===== src/design/lrt_pkg.sv =====
`timescale 1ns / 1ps

package lrt_pkg;

  // default sizes
  localparam int unsigned DEF_NUM_TABLES  = 8;
  localparam int unsigned DEF_ENTRIES     = 64;
  // table_sel is three bits wide, so at most eight tables can be addressed
  localparam int unsigned SEL_TABLES      = 8;

  // field widths
  localparam int unsigned FUNC_W  = 2;
  localparam int unsigned TSEL_W  = 3;
  localparam int unsigned ADDR_W  = 32;
  localparam int unsigned LEN_W   = 6;
  localparam int unsigned IFACE_W = 8;
  localparam int unsigned HITS_W  = 32;
  localparam int unsigned STAT_W  = 2;
  localparam int unsigned TIU_W   = 4;

  localparam int unsigned IN_TDATA_W  = 112;
  localparam int unsigned IN_TUSER_W  = FUNC_W + TSEL_W;
  localparam int unsigned OUT_TDATA_W = 72;
  localparam int unsigned OUT_TUSER_W = STAT_W;

  // operation codes
  localparam logic [FUNC_W-1:0] FUNC_ADD    = 2'd0;
  localparam logic [FUNC_W-1:0] FUNC_DEL    = 2'd1;
  localparam logic [FUNC_W-1:0] FUNC_LOOKUP = 2'd2;

  // result status codes
  localparam logic [STAT_W-1:0] ST_OK        = 2'd0;
  localparam logic [STAT_W-1:0] ST_BAD_TABLE = 2'd1;
  localparam logic [STAT_W-1:0] ST_FULL      = 2'd2;
  localparam logic [STAT_W-1:0] ST_MISS      = 2'd3;

  typedef enum logic [2:0] {
    S_IDLE,
    S_DECODE,
    S_SCAN,
    S_LOOK_END,
    S_RESULT
  } lrt_state_e;

  // static part of a route entry
  typedef struct packed {
    logic [ADDR_W-1:0]  addr;
    logic [LEN_W-1:0]   len;
    logic [ADDR_W-1:0]  hop;
    logic [IFACE_W-1:0] iface;
  } route_t;

  // controller to datapath
  typedef struct packed {
    logic              capture;
    logic              add_write;
    logic              scan;
    logic              clear_valid;
    logic              hit_write;
    logic              load_out;
    logic [STAT_W-1:0] out_status;
    logic              out_hit;
  } lrt_cmd_t;

  // datapath to controller
  typedef struct packed {
    logic bad;
    logic is_add;
    logic is_del;
    logic full;
    logic empty;
    logic del_match;
    logic cmp_last;
    logic have_best;
    logic out_free;
  } lrt_sts_t;

  // network mask of a prefix length, lengths above 32 act as 32
  function automatic logic [ADDR_W-1:0] len_mask(input logic [LEN_W-1:0] len);
    logic [ADDR_W-1:0] m;
    if (len >= LEN_W'(ADDR_W)) begin
      m = '1;
    end else begin
      m = ~({ADDR_W{1'b1}} >> len[4:0]);
    end
    return m;
  endfunction

endpackage


===== src/design/lrt_ctrl.sv =====
`timescale 1ns / 1ps

module lrt_ctrl (
  input  logic              clk_i,
  input  logic              rst_ni,
  input  logic              in_valid_i,
  output logic              in_ready_o,
  input  lrt_pkg::lrt_sts_t sts_i,
  output lrt_pkg::lrt_cmd_t cmd_o
);

  lrt_pkg::lrt_state_e state_q, state_d;
  logic [lrt_pkg::STAT_W-1:0] res_q, res_d;
  logic hit_q, hit_d;

  // state and result code registers
  always_ff @(posedge clk_i or negedge rst_ni) begin
    if (!rst_ni) begin
      state_q <= lrt_pkg::S_IDLE;
      res_q   <= lrt_pkg::ST_OK;
      hit_q   <= 1'b0;
    end else begin
      state_q <= state_d;
      res_q   <= res_d;
      hit_q   <= hit_d;
    end
  end

  // next state
  always_comb begin
    state_d = state_q;
    res_d   = res_q;
    hit_d   = hit_q;
    case (state_q)
      lrt_pkg::S_IDLE: begin
        if (in_valid_i) begin
          state_d = lrt_pkg::S_DECODE;
          hit_d   = 1'b0;
        end
      end
      lrt_pkg::S_DECODE: begin
        if (sts_i.bad) begin
          state_d = lrt_pkg::S_RESULT;
          res_d   = lrt_pkg::ST_BAD_TABLE;
        end else if (sts_i.is_add) begin
          state_d = lrt_pkg::S_RESULT;
          res_d   = sts_i.full ? lrt_pkg::ST_FULL : lrt_pkg::ST_OK;
        end else if (sts_i.empty) begin
          state_d = lrt_pkg::S_RESULT;
          res_d   = lrt_pkg::ST_MISS;
        end else begin
          state_d = lrt_pkg::S_SCAN;
        end
      end
      lrt_pkg::S_SCAN: begin
        if (sts_i.is_del && sts_i.del_match) begin
          state_d = lrt_pkg::S_RESULT;
          res_d   = lrt_pkg::ST_OK;
        end else if (sts_i.cmp_last) begin
          if (sts_i.is_del) begin
            state_d = lrt_pkg::S_RESULT;
            res_d   = lrt_pkg::ST_MISS;
          end else begin
            state_d = lrt_pkg::S_LOOK_END;
          end
        end
      end
      lrt_pkg::S_LOOK_END: begin
        state_d = lrt_pkg::S_RESULT;
        res_d   = sts_i.have_best ? lrt_pkg::ST_OK : lrt_pkg::ST_MISS;
        hit_d   = sts_i.have_best;
      end
      lrt_pkg::S_RESULT: begin
        if (sts_i.out_free) begin
          state_d = lrt_pkg::S_IDLE;
        end
      end
      default: begin
        state_d = lrt_pkg::S_IDLE;
      end
    endcase
  end

  // commands
  always_comb begin
    cmd_o            = '0;
    cmd_o.out_status = res_q;
    cmd_o.out_hit    = hit_q;
    in_ready_o       = 1'b0;
    case (state_q)
      lrt_pkg::S_IDLE: begin
        in_ready_o    = 1'b1;
        cmd_o.capture = in_valid_i;
      end
      lrt_pkg::S_DECODE: begin
        cmd_o.add_write = !sts_i.bad && sts_i.is_add && !sts_i.full;
      end
      lrt_pkg::S_SCAN: begin
        cmd_o.scan        = 1'b1;
        cmd_o.clear_valid = sts_i.is_del && sts_i.del_match;
      end
      lrt_pkg::S_LOOK_END: begin
        cmd_o.hit_write = sts_i.have_best;
      end
      lrt_pkg::S_RESULT: begin
        cmd_o.load_out = sts_i.out_free;
      end
      default: begin
        cmd_o = '0;
      end
    endcase
  end

endmodule


===== config.mk =====
export PLATFORM = sky130hd
export DESIGN_NAME = lrt_ctrl
export DESIGN_NICKNAME = d
export VERILOG_FILES = /design/src/design/lrt_pkg.sv /design/src/design/lrt_ctrl.sv
export SDC_FILE = /design/constraint.sdc
export NUM_CORES = 1
export LEC_CHECK = 0
export ABC_AREA = 1
export BUFFER_PORTS_ARGS = -buffer_cell sky130_fd_sc_hd__buf_2
export CAP_MARGIN = 20
export CORE_AREA = 4 4 41 43
export DETAILED_ROUTE_END_ITERATION = 10
export DIE_AREA = 0 0 45 47
export GPL_TIMING_DRIVEN = 0
export SLEW_MARGIN = 15
export SYNTH_ARGS = -nofsm -noshare
export SYNTH_HDL_FRONTEND = slang
export SYNTH_SLANG_ARGS = --single-unit

===== constraint.sdc =====
create_clock -name clk_i -period 2.9 [get_ports clk_i]
set_clock_uncertainty 0.2 [all_clocks]
set_input_delay 0.29 -clock clk_i [delete_from_list [all_inputs] [get_ports clk_i]]
set_output_delay 0.29 -clock clk_i [all_outputs]
set_load 0.02 [all_outputs]

### Word-level counts from Yosys, hierarchy flattened

Index checks and enable logic that the tools add are counted.

* add/subtract/negate cells: 0
* multiply operators: 0
* divide/modulo/power cells: 0
* magnitude comparators: 0
* equal/unequal tests: 9
* shifts and indexed selects: 0
* muxes and demuxes: 27
* bitwise gates (word level): 0
* reduce and logical (&&, ||, !) cells: 12

Operators with widths (count)
* $mux W3: 9
* $mux W2: 9
* $pmux W3 S5: 1
* $eq A3 B2 Y1 const B: 2
* $mux W1: 6
* $ne A3 B3 Y1 const B: 2
* $pmux W2 S3: 1
* $reduce_or A5 Y1: 1
* $ne A2 B2 Y1 const B: 2
* $ne A4 B4 Y1 const B: 1
* $reduce_and A4 Y1: 1
* $eq A3 B1 Y1 const B: 1
* $eq A3 B3 Y1 const B: 1
* $logic_and A1 B1 Y1: 3
* $logic_not A3 Y1: 1
* $reduce_and A3 Y1: 1
* $reduce_bool A3 Y1: 1
* $logic_not A1 Y1: 2
* $pmux W1 S2: 1
* $reduce_and A2 Y1: 1
* $reduce_bool A2 Y1: 1

* register bits after elaboration: 6
* latch bits: 0
* memory bits (writable): 0
* ROM bits: 0
* output and inout bits: 10
* word-level logic and storage cells: 51
* memories kept: 0

### Logic depth before layout (Yosys ltp)

* depth after elaboration: 4
* gate-level depth with buffers: 8
* gate-level depth less buffers: 8

### Worst setup path before layout

OpenSTA, ideal clock, no wires.

* kind: register -> output
* start: register state_q[0]
* end: output port cmd_o[8] (netlist bit)
* arrival: 1.224 ns
* path slack: 1.186 ns
* stages on the path, launching flop included: 6
* cell sequence: dfrtp_1 -> inv_2 -> nand2_1 -> nor2_1 -> nand2_1 -> inv_1

RTL lines
* start: declaration: RTL line lrt_ctrl.sv:12 `lrt_pkg::lrt_state_e state_q, state_d;`
* start signal: assignment: RTL line lrt_ctrl.sv:19 `state_q <= lrt_pkg::S_IDLE;`
* start signal: assignment: RTL line lrt_ctrl.sv:23 `state_q <= state_d;`
* end: declaration: RTL line lrt_ctrl.sv:9 `output lrt_pkg::lrt_cmd_t cmd_o`

==> results.json <==
{
  "finalCritPeriodShare_pct": 65.4,
  "min_to": "state_q[2]$_DFFE_PN0P_",
  "antenna_found_initial": 0,
  "rsz0062_at_grt": "false",
  "clk_transition_reported_paths_ns": 0.04,
  "track_usage_pct": 11.9,
  "wire_per_inst_um": 9.34,
  "yosys_register_bits": 6,
  "netlist-cell-type-count": 17,
  "status": "finished, final reports clean",
  "stdcell_count": 113,
  "timing.setup.tns_ns": 0,
  "wl_um": 1060,
  "gp_congestion": 0.866,
  "clk_latency_ns": 0.23,
  "hold_start": "sts_i[0]",
  "worst_slew_pin_slew_ns": 0.256,
  "cts_setup_buffers": 0,
  "netlist_area_um2": 470,
  "pin_count": 22,
  "num_rows": 13,
  "dp_cells": 109,
  "synth_compound_area_share_pct": 9.31,
  "drtAntennaViolNets": 0,
  "synthCells": 73,
  "synth_top_family_by_area": "simple AND/OR/NAND/NOR gates",
  "grt_max_degree": 7,
  "max_cap_violations": 0,
  "synth-simple-area-share_pct": 46.0,
  "post_cts_resized": 0,
  "cts-htree-levels": 1,
  "core_area_um2": 1300,
  "drt_iter0_drc": 4,
  "syn-num-nets": 85,
  "first_pass_iters": 2,
  "hp-class": "in -> reg",
  "dp_hpwl_um": 907,
  "synth_xor_area_share_pct": 0,
  "p_leak_uw": 0.000383,
  "synth_mux_area_share_pct": 0,
  "hold_viol": 0,
  "ys_warn_count": 0,
  "cts_buffers": 3,
  "start_util_pct": 36.2,
  "port_buffers": 21,
  "dieArea_um2": 2120,
  "slew_headroom_pct": 82.8,
  "timing.rr.start": "state_q[1]$_DFFE_PN0P_",
  "drc": 0,
  "cts-root-buf": "clkbuf_4",
  "slew_viol_final": 0,
  "cp_max_fo": 4,
  "die_x_um": 45,
  "cp.arrival_ns": 1.41,
  "required_ns": 2.41,
  "clockBufferDepth": 2,
  "die_h_um": 47,
  "grt_pass1_vias": 452,
  "ys_seq_area_share_pct": 31.9,
  "p_per_area_nw_per_um2": 764,
  "synth_adder_area_share_pct": 0,
  "n_antenna_cell": 0,
  "layout.nets": 112,
  "grt-ovfl-total": 0,
  "ir_worst_vdd_uv": 469,
  "finalSetupViolCount": 0,
  "critPathLaunchType": "flip-flop",
  "area_delta_synth_final_pct": 33.2,
  "cts_tree": "done",
  "drive_gt1_share_pct": 34.7,
  "holdPathStages": 4,
  "cp-end-kind": "output port",
  "path_class": "reg -> out",
  "vias": 506,
  "r2r_end": "hit_q$_DFFE_PN0P_",
  "viasPerCell": 4.48,
  "avgSynthCellArea_um2": 6.44,
  "fmaxAchievable_mhz": 528,
  "cts_hold_buf": 1,
  "fin_crit_ns": 1.90,
  "reg2reg_depth": 5,
  "r2r_slack_ns": 1.48,
  "clkSinkCount": 6,
  "grt_pass1_wl_um": 1790
}
## metrics by stage
stage	hold WS, ns	total power, uW	util, %	area (um2)	setup WS, ns
after floorplan	-0.206	333	-	470	1.19
after global placement	-0.0804	406	45.7	594	1.26
after detailed placement	-0.0809	406	45.7	594	1.24
after CTS	0.162	485	48.2	627	0.975
after global routing	0.166	535	48.2	627	0.817
final	0.173	479	48.2	627	1.00
## power by group
| group | internal (uW) | switching (uW) |
|---|---|---|
| sequential | 114 | 28.8 |
| clock | 46.6 | 27.5 |
| combinational | 91.7 | 171 |
## state kept, by name (all words and copies together) (netlist names)
name and count:
res_q 2, state_q 3, hit_q 1
## cell usage in the layout, fill, tap and decap left out, types with 3 or more instances in the layout
| master | count |
|---|---|
| buf_2 | 21 |
| clkbuf_4 | 3 |
| dfrtp_1 | 6 |
| inv_1 | 12 |
| nand2_1 | 16 |
| nor2_1 | 13 |
| nand3_1 | 7 |
## kinds of logic (layout without fill, tap and decap cells)
kind of cell    Yosys count  count (layout)
compound gates            7               7
simple gates             45              45
flops                     6               6
buf+inv                  15              40
## layer usage
layer  vias up  track usage, %  share of wire (%)  wire [um]
li1        277               -                  -          -
met1       213            15.2                 50        530
met2        16            17.5                 42        442
met3         0            7.28                7.9         83
met4         0            1.75                  0          0
met5         -               0                  0          0
## worst max-delay path by stage
stage	start	endpoint	slack, ns
floorplan	state_q[0]$_DFFE_PN0P_	cmd_o[8]	1.19
global placement	state_q[0]$_DFFE_PN0P_	cmd_o[4]	1.26
detailed placement	state_q[0]$_DFFE_PN0P_	cmd_o[4]	1.24
CTS	state_q[0]$_DFFE_PN0P_	cmd_o[4]	0.97
global route	state_q[0]$_DFFE_PN0P_	cmd_o[8]	0.82
finish	state_q[0]$_DFFE_PN0P_	cmd_o[4]	1.00
## area by class of cell
class / count / area (um2)
Fill cell: 144 / 674
Multi-Input combinational cell: 52 / 260
Sequential cell: 6 / 150
Timing Repair Buffer: 22 / 115
Inverter: 14 / 52.6
Clock buffer: 3 / 22.5
Tap cell: 15 / 18.8
Buffer: 1 / 7.51
## Yosys cell counts (all sizes together)
master,instances,area share [%]
nand2,19,19
nor2,16,15
inv,14,11
nand3,8,9.6
dfrtp,6,32
a21oi,2,2.1
nor3,2,2.1
o21ai,2,2.1
o21bai,2,3.2
a31o,1,1.9
buf,1,1.6
## worst max-delay path, cell delays in order (launching register included)
cell and delay (ns):
dfrtp_1 0.44, inv_2 0.07, nor2_2 0.17, nand2_1 0.10
nor2_1 0.13, buf_4 0.12, buf_2 0.15
Note: power is estimated with default switching activity, not from simulation.
